--- src/rtl/tpc_pkg.sv ---
// Shared constants and types for the two-point temperature calibration pipeline.
`default_nettype none

package tpc_pkg;

  // Fraction bits of the result; the calibration temperatures carry three.
  localparam int RESULT_FRAC_BITS = 6;
  localparam int SCALE_SH         = RESULT_FRAC_BITS - 3;

  // Field widths fixed by the interface.
  localparam int CNT_W   = 16;          // raw and calibration counts
  localparam int OUT_W   = 16;          // result width
  localparam int BYTE_W  = 8;
  localparam int MSBS_W  = 4;
  localparam int T_W     = 10;          // assembled calibration temperature

  // Internal arithmetic widths.
  localparam int D_W     = CNT_W + 1;   // difference of two counts
  localparam int DT_W    = T_W + 1;     // difference of two temperatures
  localparam int A_W     = T_W + SCALE_SH;  // first temperature in result units
  localparam int P1_W    = A_W + 1 + D_W;
  localparam int P2_W    = D_W + DT_W;
  localparam int NUM_W   = ((P1_W > P2_W + SCALE_SH) ? P1_W : P2_W + SCALE_SH) + 1;
  localparam int DV_W    = CNT_W;       // divisor magnitude

  // Divider: a fixed number of quotient bits per stage, quotient padded to fit.
  localparam int DIV_STEPS  = 4;
  localparam int DIV_STAGES = (NUM_W + DIV_STEPS - 1) / DIV_STEPS;
  localparam int Q_W        = DIV_STAGES * DIV_STEPS;

  // Configuration port.
  localparam int CFG_IDX_W  = 3;
  localparam int CFG_DATA_W = CNT_W;

  localparam logic [CFG_IDX_W-1:0] REG_LOW_TEMP_BYTE  = CFG_IDX_W'(0);
  localparam logic [CFG_IDX_W-1:0] REG_HIGH_TEMP_BYTE = CFG_IDX_W'(1);
  localparam logic [CFG_IDX_W-1:0] REG_TEMP_MSBS      = CFG_IDX_W'(2);
  localparam logic [CFG_IDX_W-1:0] REG_LOW_COUNT      = CFG_IDX_W'(3);
  localparam logic [CFG_IDX_W-1:0] REG_HIGH_COUNT     = CFG_IDX_W'(4);

  // Assembled calibration points.
  typedef struct packed {
    logic [T_W-1:0]   t0;
    logic [T_W-1:0]   t1;
    logic [CNT_W-1:0] c0;
    logic [CNT_W-1:0] c1;
  } cal_t;

  // State of one item as it moves through the divider stages.
  typedef struct packed {
    logic [Q_W-1:0]  rq;     // dividend bits shifting out, quotient bits shifting in
    logic [DV_W-1:0] rem;    // partial remainder
    logic [DV_W-1:0] dv;     // divisor magnitude
    logic            q_neg;  // quotient sign
    logic            zero;   // calibration counts equal
    logic [A_W-1:0]  a0;     // first temperature in result units
  } div_t;

endpackage

`default_nettype wire

--- src/rtl/temperature_two_point_calibration.sv ---
// Top level of the two-point temperature calibration block.
`default_nettype none

// Converts a signed raw sensor count to degrees Celsius in 1/64 degree units by
// straight-line interpolation through two calibration points held in registers.
// The block accepts one sample per clock cycle unless a stalled output backs it up,
// and keeps no state between samples. From input transfer onward, one stage forms
// the differences, one the two products, one the numerator and the magnitudes,
// DIV_STAGES stages run the restoring divider at four quotient bits per stage,
// and the last stage applies sign and saturation and holds the result. Each stage
// has its own valid bit and takes a new item whenever it is empty or its content
// moves on, so a stalled output only backs up the pipeline once every stage is
// full. The quotient is truncated toward zero; results outside the signed 16-bit
// range are clamped and flagged by saturated_o. When both calibration counts are
// equal no division is made: the first calibration temperature is returned and
// span_zero_o is set. Calibration registers are written through cfg_we_i,
// cfg_idx_i and cfg_data_i; indexes beyond the last register are ignored, and
// writes are meant to happen only while no transfer is in progress.

module temperature_two_point_calibration import tpc_pkg::*; (
  input  logic                    clk_i,
  input  logic                    rst_ni,
  input  logic                    cfg_we_i,
  input  logic [CFG_IDX_W-1:0]    cfg_idx_i,
  input  logic [CFG_DATA_W-1:0]   cfg_data_i,
  input  logic                    in_valid_i,
  output logic                    in_ready_o,
  input  logic signed [CNT_W-1:0] raw_count_i,
  output logic                    out_valid_o,
  input  logic                    out_ready_i,
  output logic signed [OUT_W-1:0] temp_c_x64_o,
  output logic                    saturated_o,
  output logic                    span_zero_o
);

  // Three front stages, the divider stages and the output stage.
  localparam int NST = 4 + DIV_STAGES;

  // Calibration registers, reset to zero.
  logic [BYTE_W-1:0] low_byte_q, high_byte_q;
  logic [MSBS_W-1:0] msbs_q;
  logic [CNT_W-1:0]  c0_q, c1_q;
  cal_t              cal;

  always_ff @(posedge clk_i or negedge rst_ni) begin
    if (!rst_ni) begin
      low_byte_q  <= '0;
      high_byte_q <= '0;
      msbs_q      <= '0;
      c0_q        <= '0;
      c1_q        <= '0;
    end else if (cfg_we_i) begin
      case (cfg_idx_i)
        REG_LOW_TEMP_BYTE:  low_byte_q  <= cfg_data_i[BYTE_W-1:0];
        REG_HIGH_TEMP_BYTE: high_byte_q <= cfg_data_i[BYTE_W-1:0];
        REG_TEMP_MSBS:      msbs_q      <= cfg_data_i[MSBS_W-1:0];
        REG_LOW_COUNT:      c0_q        <= cfg_data_i[CNT_W-1:0];
        REG_HIGH_COUNT:     c1_q        <= cfg_data_i[CNT_W-1:0];
        default: ;
      endcase
    end
  end

  // Each calibration temperature takes two high bits from the shared register.
  assign cal.t0 = {msbs_q[1:0], low_byte_q};
  assign cal.t1 = {msbs_q[3:2], high_byte_q};
  assign cal.c0 = c0_q;
  assign cal.c1 = c1_q;

  // Valid bits and per-stage ready. A stage loads when it is empty or when the
  // stage after it loads; the output stage loads when empty or taken.
  logic [NST-1:0] valid_d, valid_q;
  logic [NST-1:0] rdy;

  always_comb begin
    rdy[NST-1] = !valid_q[NST-1] || out_ready_i;
    for (int k = NST - 2; k >= 0; k--) begin
      rdy[k] = !valid_q[k] || rdy[k+1];
    end
    valid_d[0] = rdy[0] ? in_valid_i : valid_q[0];
    for (int k = 1; k < NST; k++) begin
      valid_d[k] = rdy[k] ? valid_q[k-1] : valid_q[k];
    end
  end

  always_ff @(posedge clk_i or negedge rst_ni) begin
    if (!rst_ni) begin
      valid_q <= '0;
    end else begin
      valid_q <= valid_d;
    end
  end

  assign in_ready_o  = rdy[0];
  assign out_valid_o = valid_q[NST-1];

  // Datapath.
  div_t chain [DIV_STAGES+1];

  tpc_front u_front (
    .clk_i       (clk_i),
    .en_i        (rdy[2:0]),
    .raw_count_i (raw_count_i),
    .cal_i       (cal),
    .div_o       (chain[0])
  );

  for (genvar g = 0; g < DIV_STAGES; g++) begin : g_div
    tpc_div_stage u_div (
      .clk_i (clk_i),
      .en_i  (rdy[3+g]),
      .div_i (chain[g]),
      .div_o (chain[g+1])
    );
  end

  tpc_out u_out (
    .clk_i        (clk_i),
    .en_i         (rdy[NST-1]),
    .div_i        (chain[DIV_STAGES]),
    .temp_c_x64_o (temp_c_x64_o),
    .saturated_o  (saturated_o),
    .span_zero_o  (span_zero_o)
  );

`ifndef ASSERT_OFF
  // The input side only stalls when the whole pipeline is backed up by the output.
  a_stall_from_output: assert property (@(posedge clk_i) disable iff (!rst_ni)
    !in_ready_o |-> (out_valid_o && !out_ready_i))
    else $error("input stalled without a stalled output");

  // A clamped result sits on one of the range limits.
  a_sat_at_limit: assert property (@(posedge clk_i) disable iff (!rst_ni)
    (out_valid_o && saturated_o) |->
      (temp_c_x64_o == 16'sh7fff || temp_c_x64_o == -16'sh8000))
    else $error("saturated result not at a range limit");

  // With equal calibration counts the result is the first temperature, never negative.
  a_zero_span_positive: assert property (@(posedge clk_i) disable iff (!rst_ni)
    (out_valid_o && span_zero_o) |-> !temp_c_x64_o[OUT_W-1])
    else $error("negative result with equal calibration counts");
`endif

endmodule

`default_nettype wire

--- src/rtl/tpc_front.sv ---
// Front end: differences, products and dividend/divisor magnitudes over three stages.
`default_nettype none

module tpc_front import tpc_pkg::*; (
  input  logic                    clk_i,
  input  logic [2:0]              en_i,
  input  logic signed [CNT_W-1:0] raw_count_i,
  input  cal_t                    cal_i,
  output div_t                    div_o
);

  typedef struct packed {
    logic [D_W-1:0]  d;
    logic [D_W-1:0]  dr;
    logic [DT_W-1:0] dt;
    logic [A_W-1:0]  a;
    logic            zero;
  } s1_t;

  typedef struct packed {
    logic [P1_W-1:0] p1;
    logic [P2_W-1:0] p2;
    logic [D_W-1:0]  d;
    logic [A_W-1:0]  a;
    logic            zero;
  } s2_t;

  s1_t  s1_d, s1_q;
  s2_t  s2_d, s2_q;
  div_t s3_d, s3_q;

  // Stage one: count and temperature differences.
  always_comb begin
    logic signed [D_W-1:0]  c0_s, c1_s, raw_s;
    logic signed [DT_W-1:0] t0_s, t1_s;
    c0_s  = D_W'($signed(cal_i.c0));
    c1_s  = D_W'($signed(cal_i.c1));
    raw_s = D_W'(raw_count_i);
    t0_s  = $signed({1'b0, cal_i.t0});
    t1_s  = $signed({1'b0, cal_i.t1});
    s1_d.d    = c1_s - c0_s;
    s1_d.dr   = raw_s - c0_s;
    s1_d.dt   = t1_s - t0_s;
    s1_d.a    = A_W'(cal_i.t0) << SCALE_SH;
    s1_d.zero = (cal_i.c1 == cal_i.c0);
  end

  // Stage two: the two products of the numerator.
  always_comb begin
    logic signed [A_W:0]    a_s;
    logic signed [D_W-1:0]  d_s, dr_s;
    logic signed [DT_W-1:0] dt_s;
    logic signed [P1_W-1:0] p1;
    logic signed [P2_W-1:0] p2;
    a_s  = $signed({1'b0, s1_q.a});
    d_s  = $signed(s1_q.d);
    dr_s = $signed(s1_q.dr);
    dt_s = $signed(s1_q.dt);
    p1   = a_s * d_s;
    p2   = dr_s * dt_s;
    s2_d.p1   = p1;
    s2_d.p2   = p2;
    s2_d.d    = s1_q.d;
    s2_d.a    = s1_q.a;
    s2_d.zero = s1_q.zero;
  end

  // Stage three: numerator sum, then sign and magnitude of dividend and divisor.
  always_comb begin
    logic signed [NUM_W-1:0] num;
    logic signed [D_W-1:0]   d_s;
    logic [NUM_W-1:0]        num_mag;
    logic [D_W-1:0]          d_mag;
    d_s     = $signed(s2_q.d);
    num     = NUM_W'($signed(s2_q.p1)) + (NUM_W'($signed(s2_q.p2)) <<< SCALE_SH);
    num_mag = num[NUM_W-1] ? NUM_W'(-num) : NUM_W'(num);
    d_mag   = d_s[D_W-1] ? D_W'(-d_s) : D_W'(d_s);
    s3_d.rq    = Q_W'(num_mag);
    s3_d.rem   = '0;
    s3_d.dv    = d_mag[DV_W-1:0];
    s3_d.q_neg = num[NUM_W-1] ^ d_s[D_W-1];
    s3_d.zero  = s2_q.zero;
    s3_d.a0    = s2_q.a;
  end

  always_ff @(posedge clk_i) begin
    if (en_i[0]) begin
      s1_q <= s1_d;
    end
    if (en_i[1]) begin
      s2_q <= s2_d;
    end
    if (en_i[2]) begin
      s3_q <= s3_d;
    end
  end

  assign div_o = s3_q;

endmodule

`default_nettype wire

--- src/rtl/tpc_div_stage.sv ---
// One stage of the restoring divider, producing a fixed number of quotient bits.
`default_nettype none

module tpc_div_stage import tpc_pkg::*; (
  input  logic clk_i,
  input  logic en_i,
  input  div_t div_i,
  output div_t div_o
);

  div_t div_d, div_q;

  always_comb begin
    logic [DV_W:0] tr;
    logic          qb;
    div_d = div_i;
    for (int j = 0; j < DIV_STEPS; j++) begin
      tr = {div_d.rem, div_d.rq[Q_W-1]};
      if (tr >= {1'b0, div_d.dv}) begin
        tr = tr - {1'b0, div_d.dv};
        qb = 1'b1;
      end else begin
        qb = 1'b0;
      end
      div_d.rem = tr[DV_W-1:0];
      div_d.rq  = {div_d.rq[Q_W-2:0], qb};
    end
  end

  always_ff @(posedge clk_i) begin
    if (en_i) begin
      div_q <= div_d;
    end
  end

  assign div_o = div_q;

endmodule

`default_nettype wire

--- src/rtl/tpc_out.sv ---
// Output stage: sign, equal-count fallback and saturation to the result range.
`default_nettype none

module tpc_out import tpc_pkg::*; (
  input  logic                    clk_i,
  input  logic                    en_i,
  input  div_t                    div_i,
  output logic signed [OUT_W-1:0] temp_c_x64_o,
  output logic                    saturated_o,
  output logic                    span_zero_o
);

  logic [OUT_W-1:0] temp_d, temp_q;
  logic             sat_d, sat_q;
  logic             zero_q;

  always_comb begin
    logic [Q_W-1:0] mag;
    logic [Q_W-1:0] lim;
    logic           neg;
    mag = div_i.zero ? Q_W'(div_i.a0) : div_i.rq;
    neg = !div_i.zero && div_i.q_neg;
    lim = neg ? Q_W'(2 ** (OUT_W - 1)) : Q_W'(2 ** (OUT_W - 1) - 1);
    sat_d = (mag > lim);
    if (sat_d) begin
      temp_d = neg ? {1'b1, {(OUT_W-1){1'b0}}} : {1'b0, {(OUT_W-1){1'b1}}};
    end else if (neg) begin
      temp_d = -mag[OUT_W-1:0];
    end else begin
      temp_d = mag[OUT_W-1:0];
    end
  end

  always_ff @(posedge clk_i) begin
    if (en_i) begin
      temp_q <= temp_d;
      sat_q  <= sat_d;
      zero_q <= div_i.zero;
    end
  end

  assign temp_c_x64_o = $signed(temp_q);
  assign saturated_o  = sat_q;
  assign span_zero_o  = zero_q;

endmodule

`default_nettype wire
--- config.mk ---
export PLATFORM = sky130hd
export DESIGN_NAME = temperature_two_point_calibration
export DESIGN_NICKNAME = d
export VERILOG_FILES = /design/src/rtl/tpc_pkg.sv /design/src/rtl/temperature_two_point_calibration.sv /design/src/rtl/tpc_front.sv /design/src/rtl/tpc_div_stage.sv /design/src/rtl/tpc_out.sv
export SDC_FILE = /design/constraint.sdc
export NUM_CORES = 2
export LEC_CHECK = 0
export BUFFER_PORTS_ARGS = -buffer_cell sky130_fd_sc_hd__buf_4
export CORE_MARGIN = 8
export CORE_UTILIZATION = 50
export CTS_BUF_LIST = sky130_fd_sc_hd__clkbuf_16
export DETAILED_ROUTE_END_ITERATION = 10
export PLACE_DENSITY = 0.75
export SYNTH_ARGS = -nofsm -noshare
export SYNTH_HDL_FRONTEND = slang
export SYNTH_SLANG_ARGS = --single-unit
--- constraint.sdc ---
create_clock -name clk_i -period 15 [get_ports clk_i]
set_input_delay 3 -clock clk_i [delete_from_list [all_inputs] [get_ports clk_i]]
set_output_delay 3 -clock clk_i [all_outputs]
set_load 0.1 [all_outputs]
# After elaboration in Yosys (flattened, before gate mapping)

Index checks and enable logic that the tools add are counted.

Register bits: 858
Bits in latches: 0
Memory bits (writable): 0
Memory bits (read-only): 0
Bits of input ports: 40
Output and inout bits: 20
Word-level logic and storage cells: 263
Memories: 0

Add/subtract/negate cells: 38
Multiply operators: 2
Divide/modulo/power cells: 0
Order comparisons: 33
Equality and inequality tests: 5
Shifts and indexed selects: 0
Multiplexer cells: 70
Bitwise gates (word level): 1
Reductions and logical operators: 32

Operators by type and width:

| kind                                           | count |
|---|---|
| 2-to-1 mux 16 bit                              | 36 |
| >= comparator 17 x 16 -> 1 bit                 | 31 |
| subtractor 16 bit                              | 30 |
| subtractor 16 x 16 -> 17 bit                   | 2 |
| adder 31 x 31 -> 32 bit                        | 1 |
| greater-than comparator 32 bit                 | 1 |
| 2-to-1 mux 1 bit                               | 32 |
| 2-to-1 mux 32 bit                              | 1 |
| negator 16 bit                                 | 2 |
| negator 32 bit                                 | 1 |
| 2-to-1 mux 31 bit                              | 1 |
| multiplier 11 x 17 -> 28 bit                   | 1 |
| multiplier 17 x 11 -> 28 bit                   | 1 |
| == test 16 bit                                 | 1 |
| >= comparator 1 x 16 -> 1 bit                  | 1 |
| subtractor 1 x 16 -> 16 bit                    | 1 |
| logical NOT 1 bit                              | 13 |
| logical OR 1 bit                               | 12 |
| subtractor 10 x 10 -> 11 bit                   | 1 |
| AND reduction 2 bit                            | 5 |
| == test 3 x 2 -> 1 bit (second input constant) | 2 |
| == test 3 x 1 -> 1 bit (second input constant) | 1 |
| == test 3 bit (second input constant)          | 1 |
| logical NOT 3 bit                              | 1 |
| 2 further kinds                                | 2 |

# Longest topological paths before layout

Word-level depth: 13
Gate-level depth with buffers: 54
Depth with buffers taken out: 48

# Cells and area by module

From an unflattened synthesis, not the netlist that was laid out.

Cells, all modules: 7,352
Area total of the unflattened synthesis: 76,733.6 µm²

By module, submodules not included:

| module                              | times used | cells each | area each (µm²) | sequential area each (µm²) |
|---|---|---|---|---|
| tpc_div_stage at g_div[2].u_div ... | 5          | 574        | 6,107.1         | 2,372.3 |
| tpc_front                           | 1          | 2,415      | 23,710.2        | 5,915.7 |
| tpc_div_stage at g_div[1].u_div     | 1          | 578        | 6,112.1         | 2,372.3 |
| tpc_div_stage at g_div[3].u_div     | 1          | 579        | 6,107.1         | 2,372.3 |
| tpc_div_stage at g_div[0].u_div     | 1          | 560        | 5,985.7         | 2,372.3 |
| temperature_two_point_calibration   | 1          | 156        | 2,553.7         | 1,601.5 |
| tpc_out                             | 1          | 194        | 1,729.2         | 540.5 |

# Least setup slack after synthesis

Ideal clock, no wire load.

Kind: in2out
Start point: input out_ready_i
End point: output in_ready_o
Arrival: 10.299 ns
Required time: 12.000 ns
Slack: 1.701 ns
Stages: 8
Path buffers: 0
Cells stage by stage: nor2b_1 and2_1 and3_1 nand4_1 nor2_1 nand3_1 inv_1 nand3_1

Word-level cells in the longest chain between the ends: 12

Ends and longest elaborated chain:

| what                           | RTL line                                | source |
|---|---|---|
| from (decl)                    | temperature_two_point_calibration.sv:30 | `input logic out_ready_i,` |
| logical OR 1 bit               | temperature_two_point_calibration.sv:76 | `rdy[NST-1] = !valid_q[NST-1] \|\| out_ready_i;` |
| logical OR 1 bit (6 in series) | temperature_two_point_calibration.sv:78 | `rdy[k] = !valid_q[k] \|\| rdy[k+1];` |
| net g_div[2].u_div.en_i        | tpc_div_stage.sv:6                      | `input logic en_i,` |
| logical OR 1 bit (3 in series) | temperature_two_point_calibration.sv:78 |  |
| net rdy[2]                     | temperature_two_point_calibration.sv:73 | `logic [NST-1:0] rdy;` |
| logical OR 1 bit (2 in series) | temperature_two_point_calibration.sv:78 |  |
| to (decl)                      | temperature_two_point_calibration.sv:27 | `output logic in_ready_o,` |

The timed path passes the listed nets, and every way through them passes these cells.

==> flow_summary.toml <==
[grt]
grt_use_total_pct = 20.9
grt_first_pass_wirelength_um = 262000
grt-ovfl-total = 0
grt_max_degree = 78
grt_pass1_vias = 50400
antenna_found_initial = 1

[cells_and_area]
nFillCells = 11900
syn_to_final_growth_pct = 7.90
fin_nets = 7938
antennaDiodeCount = 0
drive_gt1_share_pct = 9.35
fin_cells = 8785

[routing]
routed_wl_um = 162000
antenna_left = 0
vias = 49900
remaining_drc_errors = 0
drt_iter0_drc = 3642
dr.pass1.iters = 7
via_per_inst = 5.68
wl_per_cell_um = 18.4

[floorplanning]
core_um2 = 140000
die_height_um = 391
initial_core_util_pct = 50.4
io_pins = 60
die_area_um2 = 153000
die_w_um = 391
rows = 137

[worst_setup_path]
cpMostUsedCell = "o21ai_0"
crit_arrival_ns = 14.02
cp_slowest_stage_delay_ns = 0.63
cp_max_fo = 18
worst-setup-path-type = "reg -> reg"
worstPathRequired_ns = 15.44
crit_slowest_cell = "nor3_2"
start_kind = "flop"
crit_path_end_kind = "flop"

[placed_design]
dp_hpwl_um = 128000
detailedPlace.worstSlack_ns = 1.58
gp_congestion = 0.942
placedCellCount = 8617
portBuffers = 59

[logic_synthesis]
syn_avg_cell_area_um2 = 10.3
ys.warnings.count = 0
synth_most_common_cell = "edfxtp_1"
synth_flop_cell = "edfxtp_1"
synth_edf_count = 770
netlist_area_um2 = 70300
synth_largest_area_cell = "edfxtp_1"
syn-instance-count = 6797
ys_seq_area_share_pct = 35.2
synth_common_cells = "edfxtp_1 (770), inv_1 (722), ha_1 (707)"
async_flop_share_pct = 7.67
synth_top_area_share_pct = 32.9
synth.area.top_cells = "edfxtp_1 (33%), ha_1 (13%), fa_1 (10%)"
syn_nets = 7901
netlist-cell-type-count = 108
synth_seq_cells = 834

[cts]
cts.clk_slew.worst_paths_ns = 0.06
cts_buffer_depth = 3
cts_setup_buffers = 0
htree_levels = 3
cts_buffers = 91
cts_resized = 0
worstSkewPairLatency_ns = 0.70
cts_tree = "yes"
hold_buffers = 0
root_buffer = "clkbuf_16"
clock_sinks = 834

[timing]
relSlewSlack_pct = 20.3
hold_slack_ns = 0.396
max_freq_ghz = 0.0736
maxSlewViolCount = 0
finClkSkew_ns = 0.0387
tns_ns = 0
setup_ws_ns = 1.42
worst_pin_slew_ns = 1.20
setup_viol_count_final = 0
post-route-min-period_ns = 13.58
rsz0062_at_grt = "no"
finalCritPeriodShare_pct = 90.6
hold_viol = 0

[run_status]
status = "complete, no violations"

[run]
max_cap_viol_count = 0

[worst_hold_path]
min_path_type = "reg -> reg"
==> state kept, by name (all words and copies together), names as in the netlist, 8 cells and up <==
register            count
c1_q                   16
low_byte_q              8
u_out.temp_c_x64_o     16
u_front.div_o          57
u_front.s2_q           84
c0_q                   16
u_front.s1_q           56
g_div.u_div.div_o     555
high_byte_q             8
valid_q                12
==> cell type report <==
| cell class | count | area (um2) | area share [%] |
|---|---|---|---|
| Inverter | 725 | 2720 | 3.59 |
| Clock inverter | 76 | 779 | 1.03 |
| Multi-Input combinational cell | 5095 | 42300 | 55.8 |
| Timing Repair Buffer | 87 | 653 | 0.861 |
| Clock buffer | 92 | 2300 | 3.04 |
| Tap cell | 1876 | 2350 | 3.09 |
| Sequential cell | 834 | 24700 | 32.6 |
==> cell families (layout without fill, tap and decap cells) <==
| group | count (synthesis) | after routing | share of synthesized area, % |
|---|---|---|---|
| buffers and inverters | 868 | 980 | 4.71 |
| adder cells (fa/ha/maj) | 1064 | 1064 | 22.7 |
| flip-flops | 834 | 834 | 35.2 |
| XOR/XNOR | 482 | 482 | 6.02 |
| multiplexers | 371 | 371 | 5.93 |
| AND/OR/NAND/NOR | 1742 | 1742 | 12.3 |
| AO/OA/AOI/OAI | 1436 | 1436 | 13.1 |
==> final timing paths <==
kind	startpoint	cells past startpoint	endpoint	slack (ns)
worst max-delay path	g_div[3].u_div.div_o[16]	46	g_div[4].u_div.div_o[33]	1.42
worst min-delay path	g_div[3].u_div.div_o[9]	0	g_div[4].u_div.div_o[9]	0.40
worst max register to register	g_div[3].u_div.div_o[16]	46	g_div[4].u_div.div_o[33]	1.42
worst min register to register	g_div[3].u_div.div_o[9]	0	g_div[4].u_div.div_o[9]	0.40
max in group asynchronous	rst_ni	1	valid_q[3]	11.96
min in group asynchronous	rst_ni	1	c1_q[14]	2.40
==> routing by layer <==
layer	GRT usage, %	up-vias	wire length, um
met4	8.33	0	7000
met3	2.79	352	7870
met1	27.1	24000	69700
met5	0	-	0
met2	35.6	1244	77000
li1	-	24300	-
==> placed cells by master, fill, tap and decap left out, types with 30 or more instances in the layout <==
| cell type | count |
|---|---|
| o21a_1 | 85 |
| nand2_1 | 466 |
| buf_4 | 87 |
| ha_1 | 707 |
| xor2_1 | 143 |
| mux2i_1 | 42 |
| nor3_1 | 113 |
| nand2b_1 | 99 |
| fa_1 | 357 |
| a21o_1 | 187 |
| a211oi_1 | 38 |
| a21oi_1 | 427 |
| nand3_1 | 81 |
| o21bai_1 | 42 |
| clkbuf_16 | 92 |
| and3_1 | 32 |
| mux2_2 | 312 |
| and2_1 | 209 |
| or3_1 | 30 |
| nor4_1 | 44 |
| a31oi_1 | 34 |
| edfxtp_1 | 770 |
| a21boi_0 | 43 |
| nand4_1 | 92 |
| o31ai_1 | 38 |
| dfrtp_1 | 64 |
| xnor2_1 | 338 |
| inv_1 | 725 |
| o21ai_0 | 326 |
| nor2b_1 | 96 |
| nor2_1 | 385 |
==> worst max-delay path, delay by kind of cell, from the launching register on <==
family / cells / cell delay, ns
adders and majority gates: 4 / 1.28
and+or+nand+nor: 6 / 1.90
buffers and inverters: 5 / 1.10
AOI/OAI and AO/OA: 29 / 7.80
DFF: 1 / 0.48
muxes: 2 / 0.77
==> metrics by stage <==
stage                     utilization, %  cell area (um2)
after floorplan                        -            70300
after global placement              52.2            72800
after detailed placement            52.2            72800
after CTS                           54.4            75900
after global routing                54.4            75900
final                               54.4            75900
Power is not shown: default switching activity piles up to over one toggle a cycle in this logic, so the estimate is an artifact.
